File: src/hdl/rdx_pkg.sv
// Shared constants, types and the digit character mapping of the radix converter.
package rdx_pkg;

  localparam int VALUE_W    = 32;
  localparam int MAX_DIGITS = 32;
  localparam int DIG_W      = 6;
  localparam int CHAR_W     = 7;
  localparam int CNT_W      = $clog2(MAX_DIGITS + 1);
  localparam int IDX_W      = $clog2(MAX_DIGITS);
  localparam int STEP_W     = $clog2(VALUE_W);
  localparam int CFG_W      = 6;
  localparam int CFG_IDX_W  = 1;

  localparam logic [STEP_W-1:0]    STEP_LAST = STEP_W'(VALUE_W - 1);
  localparam logic [CFG_IDX_W-1:0] REG_RADIX       = 1'b0;
  localparam logic [CFG_IDX_W-1:0] REG_DIGIT_LIMIT = 1'b1;

  localparam logic [CFG_W-1:0] RADIX_RESET = 6'd10;
  localparam logic [CFG_W-1:0] RADIX_MIN   = 6'd2;
  localparam logic [CFG_W-1:0] RADIX_MAX   = 6'd36;
  localparam logic [CFG_W-1:0] LIMIT_RESET = CFG_W'(MAX_DIGITS);
  localparam logic [CFG_W-1:0] LIMIT_MAX   = CFG_W'(MAX_DIGITS);

  localparam logic [CHAR_W-1:0] CHAR_ZERO = 7'h30;
  localparam logic [CHAR_W-1:0] CHAR_A    = 7'h41;

  typedef enum logic [2:0] {
    ST_IDLE,
    ST_DIV,
    ST_EMIT_RD,
    ST_EMIT_WR,
    ST_ZERO
  } rdx_state_e;

  // Result of one division step sequence.
  typedef struct packed {
    logic               done;
    logic               q_nz;
    logic [DIG_W-1:0]   rem;
    logic [VALUE_W-1:0] quot;
  } rdx_div_res_t;

  // Maps a remainder to its ASCII digit, '0'-'9' then 'A'-'Z'.
  function automatic logic [CHAR_W-1:0] digit_char(input logic [DIG_W-1:0] d);
    logic [CHAR_W-1:0] c;
    if (d < 6'd10) begin
      c = CHAR_ZERO + {1'b0, d};
    end else if (d < 6'd36) begin
      c = CHAR_A + {1'b0, d - 6'd10};
    end else begin
      c = CHAR_ZERO;
    end
    return c;
  endfunction

endpackage

File: src/hdl/rdx_div.sv
// Bit-serial restoring divider: one quotient bit per clock cycle.
module rdx_div (
  input  logic                        clk_i,
  input  logic                        rst_ni,
  input  logic                        start_i,
  input  logic [rdx_pkg::VALUE_W-1:0] dividend_i,
  input  logic [rdx_pkg::DIG_W-1:0]   divisor_i,
  output rdx_pkg::rdx_div_res_t       res_o
);
  import rdx_pkg::*;

  logic               busy_q;
  logic               done_q;
  logic [STEP_W-1:0]  cnt_q;
  logic [VALUE_W-1:0] quo_q, quo_d;
  logic [DIG_W-1:0]   rem_q, rem_d;
  logic [DIG_W-1:0]   div_q;
  logic               nz_q;
  logic [DIG_W:0]     shifted;
  logic               fits;

  // The dividend shifts out at the top while quotient bits shift in at the bottom.
  always_comb begin
    shifted = {rem_q, quo_q[VALUE_W-1]};
    fits    = shifted >= {1'b0, div_q};
    rem_d   = fits ? DIG_W'(shifted - {1'b0, div_q}) : shifted[DIG_W-1:0];
    quo_d   = {quo_q[VALUE_W-2:0], fits};
  end

  always_ff @(posedge clk_i or negedge rst_ni) begin
    if (!rst_ni) begin
      busy_q <= 1'b0;
      done_q <= 1'b0;
      cnt_q  <= '0;
    end else begin
      done_q <= 1'b0;
      if (start_i) begin
        busy_q <= 1'b1;
        cnt_q  <= '0;
      end else if (busy_q) begin
        cnt_q <= cnt_q + 1'b1;
        if (cnt_q == STEP_LAST) begin
          busy_q <= 1'b0;
          done_q <= 1'b1;
        end
      end
    end
  end

  always_ff @(posedge clk_i) begin
    if (start_i) begin
      quo_q <= dividend_i;
      rem_q <= '0;
      div_q <= divisor_i;
      nz_q  <= 1'b0;
    end else if (busy_q) begin
      quo_q <= quo_d;
      rem_q <= rem_d;
      nz_q  <= nz_q | fits;
    end
  end

  assign res_o.done = done_q;
  assign res_o.q_nz = nz_q;
  assign res_o.rem  = rem_q;
  assign res_o.quot = quo_q;

endmodule

File: src/hdl/radix_integer_to_digits.sv
// Top level of the radix converter: control, digit store and output register.
//
// Each accepted 32-bit value is converted to ASCII digits in the base held in
// the radix register (2 to 36, out-of-range settings saturate), using '0'-'9'
// then 'A'-'Z'. The digits leave most significant first, one beat each, with
// tlast on the final one. A zero value gives a single beat with tdata zero and
// tuser bit 0 (empty) set. When the value needs more digits than the digit
// limit allows, only the lowest-order digits are sent and tuser bit 1
// (truncated) is set on every beat of that value. Each digit is produced by a
// bit-serial divider and is then read back from the digit store into the
// output register. A new value is taken only once the previous one has been
// fully handed to the output register. A configuration write takes effect at
// once, so the registers must only be written while the block is idle.
module radix_integer_to_digits (
  input  logic                          clk_i,
  input  logic                          rst_ni,
  // Configuration write port.
  input  logic                          cfg_we_i,
  input  logic [rdx_pkg::CFG_IDX_W-1:0] cfg_idx_i,
  input  logic [rdx_pkg::CFG_W-1:0]     cfg_data_i,
  // Input stream.
  input  logic                          s_axis_tvalid_i,
  output logic                          s_axis_tready_o,
  input  logic [31:0]                   s_axis_tdata_i,  // [31:0] value
  // Output stream.
  output logic                          m_axis_tvalid_o,
  input  logic                          m_axis_tready_i,
  output logic [7:0]                    m_axis_tdata_o,  // [6:0] digit_char, [7] zero pad
  output logic                          m_axis_tlast_o,
  output logic [1:0]                    m_axis_tuser_o   // [0] empty_res, [1] truncated
);
  import rdx_pkg::*;

  rdx_state_e          state_q, state_d;
  logic [CFG_W-1:0]    radix_q;
  logic [CFG_W-1:0]    limit_q;
  logic [DIG_W-1:0]    base_sat;
  logic [CNT_W-1:0]    limit_sat;
  logic [CNT_W-1:0]    n_q;
  logic [CNT_W-1:0]    n_inc;
  logic [IDX_W-1:0]    idx_q;
  logic                cut_q;
  logic [DIG_W-1:0]    mem [MAX_DIGITS];
  logic [DIG_W-1:0]    rd_data_q;

  logic                out_valid_q;
  logic [CHAR_W-1:0]   out_char_q;
  logic                out_last_q;
  logic                out_empty_q;
  logic                out_trunc_q;
  logic                out_free;

  logic                in_acc;
  logic                in_zero;
  logic                more;

  logic                div_start;
  logic [VALUE_W-1:0]  div_dividend;
  rdx_div_res_t        div_res;

  logic                mem_we;
  logic                mem_re;
  logic                load_digit;
  logic                load_zero;

  // Configuration registers.
  always_ff @(posedge clk_i or negedge rst_ni) begin
    if (!rst_ni) begin
      radix_q <= RADIX_RESET;
      limit_q <= LIMIT_RESET;
    end else if (cfg_we_i) begin
      case (cfg_idx_i)
        REG_RADIX:       radix_q <= cfg_data_i;
        REG_DIGIT_LIMIT: limit_q <= cfg_data_i;
        default:         ;
      endcase
    end
  end

  // Out-of-range settings saturate to the nearest meaningful value.
  always_comb begin
    if (radix_q < RADIX_MIN) begin
      base_sat = RADIX_MIN;
    end else if (radix_q > RADIX_MAX) begin
      base_sat = RADIX_MAX;
    end else begin
      base_sat = radix_q;
    end
    if (limit_q == '0) begin
      limit_sat = CNT_W'(1);
    end else if (limit_q > LIMIT_MAX) begin
      limit_sat = CNT_W'(LIMIT_MAX);
    end else begin
      limit_sat = CNT_W'(limit_q);
    end
  end

  assign in_acc   = s_axis_tvalid_i && s_axis_tready_o;
  assign in_zero  = s_axis_tdata_i == '0;
  assign out_free = !out_valid_q || m_axis_tready_i;
  assign n_inc    = n_q + 1'b1;
  // Another digit is needed while quotient remains and the limit allows it.
  assign more     = div_res.q_nz && (n_inc < limit_sat);

  rdx_div u_div (
    .clk_i      (clk_i),
    .rst_ni     (rst_ni),
    .start_i    (div_start),
    .dividend_i (div_dividend),
    .divisor_i  (base_sat),
    .res_o      (div_res)
  );

  // Next state.
  always_comb begin
    state_d = state_q;
    case (state_q)
      ST_IDLE: begin
        if (in_acc) begin
          state_d = in_zero ? ST_ZERO : ST_DIV;
        end
      end
      ST_DIV: begin
        if (div_res.done) begin
          state_d = more ? ST_DIV : ST_EMIT_RD;
        end
      end
      ST_EMIT_RD: state_d = ST_EMIT_WR;
      ST_EMIT_WR: begin
        if (out_free) begin
          state_d = (idx_q == '0) ? ST_IDLE : ST_EMIT_RD;
        end
      end
      ST_ZERO: begin
        if (out_free) begin
          state_d = ST_IDLE;
        end
      end
      default: state_d = ST_IDLE;
    endcase
  end

  // Control outputs of the sequencer.
  always_comb begin
    s_axis_tready_o = 1'b0;
    div_start       = 1'b0;
    div_dividend    = div_res.quot;
    mem_we          = 1'b0;
    mem_re          = 1'b0;
    load_digit      = 1'b0;
    load_zero       = 1'b0;
    case (state_q)
      ST_IDLE: begin
        s_axis_tready_o = 1'b1;
        div_start       = in_acc && !in_zero;
        div_dividend    = s_axis_tdata_i;
      end
      ST_DIV: begin
        mem_we    = div_res.done;
        div_start = div_res.done && more;
      end
      ST_EMIT_RD: mem_re     = 1'b1;
      ST_EMIT_WR: load_digit = out_free;
      ST_ZERO:    load_zero  = out_free;
      default:    ;
    endcase
  end

  always_ff @(posedge clk_i or negedge rst_ni) begin
    if (!rst_ni) begin
      state_q <= ST_IDLE;
      n_q     <= '0;
      idx_q   <= '0;
      cut_q   <= 1'b0;
    end else begin
      state_q <= state_d;
      if (in_acc) begin
        n_q <= '0;
      end else if (mem_we) begin
        n_q <= n_inc;
      end
      // The top digit sits at the index just written.
      if (mem_we && !more) begin
        idx_q <= n_q[IDX_W-1:0];
        cut_q <= div_res.q_nz;
      end else if (load_digit) begin
        idx_q <= idx_q - 1'b1;
      end
    end
  end

  // Digit store, least significant digit at index zero.
  always_ff @(posedge clk_i) begin
    if (mem_we) begin
      mem[n_q[IDX_W-1:0]] <= div_res.rem;
    end
    if (mem_re) begin
      rd_data_q <= mem[idx_q];
    end
  end

  // Output register; the sequencer loads it only when it is free or its beat is taken.
  always_ff @(posedge clk_i or negedge rst_ni) begin
    if (!rst_ni) begin
      out_valid_q <= 1'b0;
    end else if (load_digit || load_zero) begin
      out_valid_q <= 1'b1;
    end else if (m_axis_tready_i) begin
      out_valid_q <= 1'b0;
    end
  end

  always_ff @(posedge clk_i) begin
    if (load_digit) begin
      out_char_q  <= digit_char(rd_data_q);
      out_last_q  <= idx_q == '0;
      out_empty_q <= 1'b0;
      out_trunc_q <= cut_q;
    end else if (load_zero) begin
      out_char_q  <= '0;
      out_last_q  <= 1'b1;
      out_empty_q <= 1'b1;
      out_trunc_q <= 1'b0;
    end
  end

  assign m_axis_tvalid_o = out_valid_q;
  assign m_axis_tdata_o  = {1'b0, out_char_q};
  assign m_axis_tlast_o  = out_last_q;
  assign m_axis_tuser_o  = {out_trunc_q, out_empty_q};

  // An empty beat always closes its value and is never marked truncated.
  a_empty_last : assert property (@(posedge clk_i) disable iff (!rst_ni)
    out_valid_q && out_empty_q |-> out_last_q && !out_trunc_q)
    else $error("empty beat without last or with truncated");

  // The divider only finishes while the sequencer is waiting for it.
  a_done_in_div : assert property (@(posedge clk_i) disable iff (!rst_ni)
    div_res.done |-> state_q == ST_DIV)
    else $error("divider finished outside the division state");

  // Reads only touch digits written for the current value.
  a_read_in_range : assert property (@(posedge clk_i) disable iff (!rst_ni)
    mem_re |-> CNT_W'(idx_q) < n_q)
    else $error("digit read beyond the digits produced");

  // The digit count never passes the limit.
  a_count_limit : assert property (@(posedge clk_i) disable iff (!rst_ni)
    state_q == ST_DIV |-> n_q < limit_sat)
    else $error("digit count reached the limit while dividing");

endmodule

File: config.mk
export PLATFORM = sky130hd
export DESIGN_NAME = radix_integer_to_digits
export DESIGN_NICKNAME = d
export VERILOG_FILES = /design/src/hdl/rdx_pkg.sv /design/src/hdl/rdx_div.sv /design/src/hdl/radix_integer_to_digits.sv
export SDC_FILE = /design/constraint.sdc
export NUM_CORES = 1
export LEC_CHECK = 0
export BUFFER_PORTS_ARGS = -buffer_cell sky130_fd_sc_hd__buf_2
export CORE_MARGIN = 2
export CORE_UTILIZATION = 30
export CTS_CLUSTER_DIAMETER = 200
export DETAILED_ROUTE_END_ITERATION = 6
export PLACE_DENSITY = 0.52
export SLEW_MARGIN = 10
export SYNTH_ARGS = -nofsm -noshare
export SYNTH_HDL_FRONTEND = slang
export SYNTH_HIERARCHICAL = 1
export SYNTH_SLANG_ARGS = --single-unit
File: constraint.sdc
create_clock -name clk_i -period 4.4 [get_ports clk_i]
set_clock_uncertainty 0.15 [all_clocks]
set_input_delay 0.22 -clock clk_i [delete_from_list [all_inputs] [get_ports clk_i]]
set_output_delay 0.22 -clock clk_i [all_outputs]
set_load 0.005 [all_outputs]
# Word level (Yosys, flattened, before mapping)
# Memories as Yosys holds them, arrays and structs flattened. A register that Yosys moved wholly into a read port is not among the register bits.
# Cells that the tools add are included.
# Widths: inputs -> output; s select.
# word_totals
regBits,90
ramBits,192
input_bits,44
out_inout_bits,13
word_cells,115
memories,1
# memory_table
name,words,width,rd,rd_ports_with_merged_regs,write_ports,line_no,text
mem,32,6,1,1,1,radix_integer_to_digits.sv:43,logic [DIG_W-1:0] mem [MAX_DIGITS];
# op_classes
n_addsub,7
magnitude_cmp,7
eq_ne,10
n_mux,45
bitwise_logic,2
reduce_logical,24
# op_table
cell,count
$mux 32,3
$mux 6,6
$logic_not 32->1,1
$mux 7,4
$mux 5,4
$mux 1,19
$mux 3,5
$pmux 3 s5,1
$gt 6x6->1 const B,2
$reduce_bool 2->1,5
$add 6x6->7 const A,1
$add 7x6->7 const A,1
$ge 7x6->1,1
$add 6x1->6 const B,1
$eq 3x2->1 const B,2
$logic_not 6->1,1
$lt 6x2->1 const B,1
$lt 6x4->1 const B,1
$lt 6x6->1,1
$lt 6x6->1 const B,1
$ne 2x2->1 const B,3
$reduce_and 2->1,3
$sub 6x4->6 const B,1
$sub 6x6->6,1
other kinds (17),26

# Longest topological paths before layout
# Gate-level depths: netlist of the first run.
# depth
depth_word,9
mapped_depth,13
ltp_nobuf,11

# By module
# Netlist of the first run, hierarchy kept.
# modules_own_cells
mod,instances,cells_each,area_each_um2,seq_area_each_um2
radix_integer_to_digits,1,621,10304.9,6940.4
rdx_div,1,185,2471.1,1456.4

# Least setup slack after synthesis of the first run
# Ideal clock, no wire load.
# synth_path
path_kind,register to register
from,reg n_q[0]
to,"reg u_div.quo_q[0], enable pin"
setup_time_ns,0.375
arrival_time_ns,3.373
required_ns,3.875
path_slack_ns,0.502
path_stages_with_launch,12
path_buffers,2
synth_period_minus_slack_ns,3.898
path_cell_list,dfrtp_1 -> ha_1 -> nand3_1 -> xnor2_1 -> ha_1 -> and3_1 -> a221oi_2 -> o21ai_1 -> o22ai_1 -> clkbuf_1 -> clkbuf_1 -> or2_2
# synth_between
elab_chain_len,7
word_cells_on_any_way,8
classes_between,add/sub: 1; order compare: 1; eq/ne: 1; mux: 1; reduce/logical: 4
# synth_rtl
item,line_no,text
start: declaration,radix_integer_to_digits.sv:39,logic [CNT_W-1:0] n_q;
start signal: assignment,radix_integer_to_digits.sv:180,n_q <= n_inc;
$add 6x1->6 (*),radix_integer_to_digits.sv:101,assign n_inc = n_q + 1'b1;
$lt 6x6->1 (*),radix_integer_to_digits.sv:103,assign more = div_res.q_nz && (n_inc < limit_sat);
$logic_and 1x1->1 (*),radix_integer_to_digits.sv:103,
$logic_and 1x1->1 (*),radix_integer_to_digits.sv:160,div_start = div_res.done && more;
$pmux 1 s2 (*),radix_integer_to_digits.sv:152,case (state_q)
net div_start,radix_integer_to_digits.sv:57,logic div_start;
$ne 2x1->1 (no line) or $reduce_bool 2->1 (tied branches),-,
$reduce_and 2->1 (no line) (*),-,
end signal: assignment,rdx_div.sv:52,quo_q <= dividend_i;
end signal: assignment,rdx_div.sv:57,quo_q <= quo_d;
end: declaration,rdx_div.sv:15,"logic [VALUE_W-1:0] quo_q, quo_d;"
# The timed path passes the listed nets; every way through them passes the cells marked *.
# A chain may end at the register's enable or synchronous reset.

# Final worst setup path of the first run
# layout_path
from,reg n_q[2]
to,reg u_div.quo_q[5] (data pin)
# layout_between
elab_chain_len,6
# layout_rtl
item,line_no,text
$add 6x1->6,radix_integer_to_digits.sv:101,
$lt 6x6->1,radix_integer_to_digits.sv:103,
$logic_and 1x1->1,radix_integer_to_digits.sv:103,
$logic_and 1x1->1,radix_integer_to_digits.sv:160,
$pmux 1 s2,radix_integer_to_digits.sv:152,
net div_start,radix_integer_to_digits.sv:57,
$mux 32,rdx_div.sv:51,if (start_i) begin
# The timed path passes the listed nets, and every way through them passes these cells.

==> results.toml, run 1 <==
[status]
status = "finished, final reports clean"

[setup_path]
critPathMaxFanout = 25
path_cells = "nand3_1 > nor2_1 > xor2_1 > ha_1 > and3_1 > a221oi_2 > o21ai_1 > o22ai_4 > buf_4 > mux2_2"
crit_type = "flip-flop to flip-flop"
critPathLaunchType = "flip-flop"
critPathSlowestCell = "dfrtp_1"
required_ns = 4.56
path_delay_family = "compound AO/OA/AOI/OAI gates"
path_buf_inv = 1
cp.arrival_ns = 3.91
crit_path_end_kind = "flip-flop"
timing.rr.end = "u_div/quo_q[5]$_DFFE_PP_"
critPathMaxStageDelay_ns = 0.58
r2r_start = "n_q[2]$_DFFE_PN0P_"
rrSetupSlack_ns = 0.66
r2r_cells = 10

[cts]
numCtsBuffers = 31
htree_levels = 1
clockBufferDepth = 3
clk_pin_slew_worst_paths_ns = 0.06
clock_sinks = 288
cts_resized = 0
cts_tree = "built"
worstSkewPairLatency_ns = 0.58
cts-hold-fix-buffers = 44
root_buffer = "clkbuf_16"
cts_setup_buffers = 0

[cells_and_area]
syn_to_final_growth_pct = 18.3
multi_input_area_um2 = 4110
nFillCells = 3953
antenna_cells = 0
drive_gt1_frac = 0.274
fin_util = 0.360
design.final.nets = 978
seq_area_um2 = 8400

[pwr]
vdd_drop_max_mv = 0.398
powerDensity_nw_per_um2 = 606
combPwrFrac = 0.294
seqPwrFrac = 0.421
p_switching_mw = 2.73
p_leak_nw = 5.20
p_total_mw = 9.16
p_sw_frac = 0.298
internal-power_mw = 6.43
pwr-share-clk = 0.285

[floorplan]
io_pins = 57
design.core.area_um2 = 41900
dieArea_um2 = 44300
initial_core_util = 0.305
die_h_um = 210
die_w_um = 210
placementRows = 75

[logic_synthesis]
ys_types = 62
synthFlopType = "edfxtp_1"
async_reset_ff_frac = 0.122
seq_area_frac_synth = 0.657
ys_ff_latch = 288
netlist_area_um2 = 12800
syn-num-nets = 877
yosysWarningCount = 6
syn_inst = 806
avgSynthCellArea_um2 = 15.9
synth_edf_count = 245

[grt]
grt_pass1_vias = 7346
grtUsageTotal = 0.126
grt-ovfl-total = 0
grt_first_pass_wirelength_mm = 42.7
antenna_found_initial = 0
grt_max_degree = 51

[sta]
hold_viol = 0
slew_headroom = 0.333
max_freq_mhz = 267
rsz0062_at_grt = "no"
worstMarginPinSlew_ns = 0.994
post-route-period-util = 0.850
finalMaxSlewViolations = 0
finalSetupViolations = 0
fin_crit_ns = 3.74
setup-tns-final_ns = 0

[detailed_routing]
ant_nets = 0
vias = 7060
via_per_inst = 4.81
first_pass_iters = 4
wl_per_cell_um = 18.6
drt_iter0_markers = 469
routed_wl_mm = 27.3
drc_errors = 0

[place]
portBuffers = 55
place_hpwl_mm = 17.2
gp_congestion = 0.801

[min_path]
hold-path-endpoint = "limit_q[4]$_DFFE_PN0P_"
min_from = "cfg_we_i"
worstHoldPathType = "input port to flip-flop"
hold-path-cell-count = 3

[run]
cap_violations = 0
==> flip-flops by register name, summed over array words and instances (netlist names), 5 cells and up <==
name / cells
idx_q: 5
limit_q: 6
mem: 192
n_q: 6
out_char_q: 7
radix_q: 6
rd_data_q: 6
u_div/cnt_q: 5
u_div/div_q: 6
u_div/quo_q: 32
u_div/rem_q: 6
==> placed cells by master, fill, tap and decap left out, types with 5 or more instances in the layout <==
cell	netlist	layout
clkbuf_1	22	10
o21ai_1	6	6
nand3b_1	5	5
nor2b_1	9	9
buf_2	12	55
dfxtp_1	8	8
or3_1	6	6
nand3_1	9	9
mux2_2	75	75
dfrtp_1	32	30
o21ai_0	11	11
mux2i_1	9	9
inv_1	23	23
nand2b_1	8	8
ha_1	26	26
xor2_1	9	9
nand2_1	36	36
clkbuf_16	0	31
buf_4	5	12
edfxtp_1	245	245
nor2_1	65	65
nor4_1	16	16
o22ai_1	25	24
a21oi_1	12	12
xnor2_1	11	11
mux4_2	48	48
dlygate4sd3_1	0	44
nor3_1	6	6
==> cell usage after synthesis, types with 4 or more instances <==
library cell	number	area share
edfxtp_1	245	0.58
mux2_2	75	0.066
nor2_1	65	0.019
mux4_2	48	0.085
nand2_1	36	0.011
dfrtp_1	32	0.063
ha_1	26	0.025
o22ai_1	25	0.012
inv_1	23	0.0068
clkbuf_1	22	0.0065
nor4_1	16	0.0078
a21oi_1	12	0.0047
buf_2	12	0.0047
o21ai_0	11	0.0043
xnor2_1	11	0.0075
mux2i_1	9	0.0071
nand3_1	9	0.0035
nor2b_1	9	0.0044
xor2_1	9	0.0062
dfxtp_1	8	0.013
nand2b_1	8	0.0039
nor3_1	6	0.0024
o21ai_1	6	0.0024
or3_1	6	0.0029
buf_1	5	0.0015
buf_4	5	0.0029
nand3b_1	5	0.0029
a22o_1	4	0.0027
a31oi_1	4	0.0020
==> stage by stage <==
stage | cell area (um2) | cells | worst slack [ns] | hold WS, ns
2_1_floorplan | 12800 | 806 | 0.502 | -0.226
3_3_place_gp | 13700 | 1369 | 0.756 | 0.228
3_5_place_dp | 13700 | 1369 | 0.659 | 0.247
4_1_cts | 15100 | 1468 | 0.651 | 0.00556
5_1_grt | 15100 | 1468 | 0.385 | 0.0406
6_report | 15100 | 1468 | 0.658 | 0.0190
==> metal layers <==
layer  up-vias  routed length [um]  track usage
met5         -                   0            0
met3        49                 856       0.0185
li1       3337                   -            -
met4         0                 746       0.0372
met2       118               13300        0.211
met1      3556               12400        0.168
==> tightest hold or removal path, cell delays in order <==
cell and delay (ns):
buf_2 0.11, nand2_1 0.18, mux2_2 0.19
==> power by group through the flow <==
stage	Clock, mW	Combinational (mW)	Sequential (mW)
floorplan	0	1.90	3.93
CTS	2.67	2.76	3.86
global route	2.78	2.97	3.90
finish	2.61	2.70	3.85
global placement	0	2.69	3.91
detailed placement	0	2.72	3.91
==> cell type report <==
type | instances | share of cell area
sequential | 288 | 0.556
inverter | 23 | 0.00571
multi-input combinational | 450 | 0.272
timing repair buffer | 113 | 0.0559
clock buffer | 41 | 0.0538
tap | 539 | 0.0446
clock inverter | 14 | 0.0127
==> worst max path at each step <==
stage | cells past startpoint | to | from | slack, ns
after detailed placement | 10 | u_div/quo_q[10]$_DFFE_PP_ | n_q[2]$_DFFE_PN0P_ | 0.66
after CTS | 10 | u_div/quo_q[6]$_DFFE_PP_ | n_q[2]$_DFFE_PN0P_ | 0.65
after global placement | 10 | u_div/quo_q[22]$_DFFE_PP_ | n_q[2]$_DFFE_PN0P_ | 0.76
after floorplan | 11 | u_div/quo_q[0]$_DFFE_PP_ | n_q[0]$_DFFE_PN0P_ | 0.50
final | 10 | u_div/quo_q[5]$_DFFE_PP_ | n_q[2]$_DFFE_PN0P_ | 0.66
after global routing | 10 | u_div/quo_q[16]$_DFFE_PP_ | n_q[2]$_DFFE_PN0P_ | 0.39
==> kinds of logic after synthesis <==
group | share of synthesized area
xor gates and xnor gates | 0.0137
AOI/OAI and AO/OA | 0.0462
muxes | 0.160
and+or+nand+nor | 0.0714
DFF | 0.657
other | 0.000294
adders and majority gates | 0.0278
buffers and inverters | 0.0232
Note: power is estimated with default switching activity, not from simulation.
==> run 2, diff against run 1 <==
--- a/config.mk
+++ b/config.mk
@@ -5,7 +5,7 @@
 export SDC_FILE = /design/constraint.sdc
 export NUM_CORES = 1
 export LEC_CHECK = 0
-export BUFFER_PORTS_ARGS = -buffer_cell sky130_fd_sc_hd__buf_2
+export BUFFER_PORTS_ARGS = -buffer_cell sky130_fd_sc_hd__buf_4
 export CORE_MARGIN = 2
 export CORE_UTILIZATION = 30
 export CTS_CLUSTER_DIAMETER = 200
==> results.toml, run 2 (synthesis gave the netlist of run 1 again) <==
[status]
status = "finished, final reports clean"

[pwr]
vdd_drop_max_mv = 0.378
combPwrFrac = 0.283
p_leak_nw = 5.24
p_switching_mw = 2.72
powerDensity_nw_per_um2 = 590
seqPwrFrac = 0.448
p_sw_frac = 0.302
pwr-share-clk = 0.269
internal-power_mw = 6.28

[floorplan]
design.core.area_um2 = 41900
io_pins = 57
dieArea_um2 = 44300
initial_core_util = 0.305
die_h_um = 210
die_w_um = 210
placementRows = 75

[detailed_routing]
drc_errors = 0
routed_wl_mm = 28.0
via_per_inst = 4.79
first_pass_iters = 4
vias = 7066
drt_iter0_markers = 378
ant_nets = 0
wl_per_cell_um = 18.9

[cts]
numCtsBuffers = 30
clockBufferDepth = 3
root_buffer = "clkbuf_16"
cts_setup_buffers = 0
cts_resized = 0
cts-hold-fix-buffers = 47
cts_tree = "built"
htree_levels = 1
clock_sinks = 288
worstSkewPairLatency_ns = 0.58
clk_pin_slew_worst_paths_ns = 0.06

[grt]
grt-ovfl-total = 0
grtUsageTotal = 0.127
antenna_found_initial = 0
grt_max_degree = 49
grt_first_pass_wirelength_mm = 42.9
grt_pass1_vias = 7307

[place]
portBuffers = 55
dp_slack_ns = 0.673
gp_congestion = 0.789
place_hpwl_mm = 17.7

[setup_path]
required_ns = 4.56
crit_type = "flip-flop to flip-flop"
critPathLaunchType = "flip-flop"
crit_path_end_kind = "flip-flop"
cp.arrival_ns = 3.89
r2r_cells = 10
critPathMaxFanout = 14

[sta]
setup-tns-final_ns = 0
setup_ws_ns = 0.677
finalMaxSlewViolations = 0
worstMarginPinSlew_ns = 1.02
max_freq_mhz = 269
rsz0062_at_grt = "no"
hold_viol = 0
fin_crit_ns = 3.72
slew_headroom = 0.312
finalSetupViolations = 0
post-route-period-util = 0.846

[cells_and_area]
antenna_cells = 0
final_common_cell = "edfxtp_1"
largest_register_ffs = 192
final_cell_mix = "edfxtp_1, mux2_2, buf_4, nor2_1, mux4_2"
syn_to_final_growth_pct = 19.3
design.final.nets = 986
drive_gt1_frac = 0.272

[run]
cap_violations = 0

[min_path]
hold-path-cell-count = 3
worstHoldPathType = "input port to flip-flop"
run 2: cell count changes in the layout (fill, tap and decap cells not counted), sizes merged:
cell | before | now
buf | 69 | 76
clkinv | 6 | 13
clkbuf | 41 | 37
bufinv | 4 | 2
dlygate4sd3 | 44 | 46
clkinvlp | 2 | 1
inv | 25 | 24
run 2: cell type report:
type                    count  area [um2]
repair buffers            122        1040
fillers                  3903       26700
clock inverters            17         153
multi-input cells         450        4110
flip-flops and latches    288        8400
well taps                 539         674
inverters                  23        86.3
clock buffers              37         777
run 2: power groups by stage:
| stage | combinational, mW | clock [mW] | sequential [mW] |
|---|---|---|---|
| after floorplan | 1.90 | 0 | 3.93 |
| after global placement | 2.51 | 0 | 4.10 |
| after detailed placement | 2.55 | 0 | 4.10 |
| after CTS | 2.59 | 2.49 | 4.05 |
| after global routing | 2.79 | 2.57 | 4.10 |
| final | 2.55 | 2.42 | 4.03 |
run 2: worst max-delay path, cell delays in order (launching register included):
cell,delay [ns]
dfrtp_1,0.56
nand3_1,0.18
nor2_1,0.16
xor2_1,0.23
ha_1,0.28
and3_1,0.22
a221oi_2,0.38
o21ai_1,0.23
o22ai_4,0.42
buf_4,0.29
mux2_2,0.35
run 2: worst paths after layout:
path | from | end | slack, ns
min | cfg_we_i | limit_q[0]$_DFFE_PN0P_ | 0.04
min reg2reg | out_empty_q$_SDFFE_PP0P_ | out_empty_q$_SDFFE_PP0P_ | 0.35
max in group asynchronous | rst_ni | u_div/busy_q$_DFF_PN0_ | 3.24
max reg2reg | n_q[2]$_DFFE_PN0P_ | u_div/quo_q[8]$_DFFE_PP_ | 0.68
min in group asynchronous | rst_ni | n_q[4]$_DFFE_PN0P_ | 0.45
max | n_q[2]$_DFFE_PN0P_ | u_div/quo_q[8]$_DFFE_PP_ | 0.68
run 2: through the flow:
| stage | util | area, um2 | power, mW | cells | hold slack, ns |
|---|---|---|---|---|---|
| floorplan | - | 12800 | 5.83 | 806 | -0.226 |
| global placement | 0.330 | 13800 | 6.61 | 1375 | 0.0723 |
| detailed placement | 0.330 | 13800 | 6.65 | 1375 | 0.0710 |
| CTS | 0.363 | 15200 | 9.13 | 1476 | 0.0155 |
| global route | 0.363 | 15200 | 9.47 | 1476 | 0.0545 |
| finish | 0.363 | 15200 | 9.00 | 1476 | 0.0357 |
run 2: routing by layer:
metal / track usage / wire length (um) / part of all wire
met5: 0 / 0 / 0
met4: 0.0391 / 761 / 0.027
met1: 0.169 / 12900 / 0.46
met3: 0.0200 / 859 / 0.031
met2: 0.213 / 13400 / 0.48
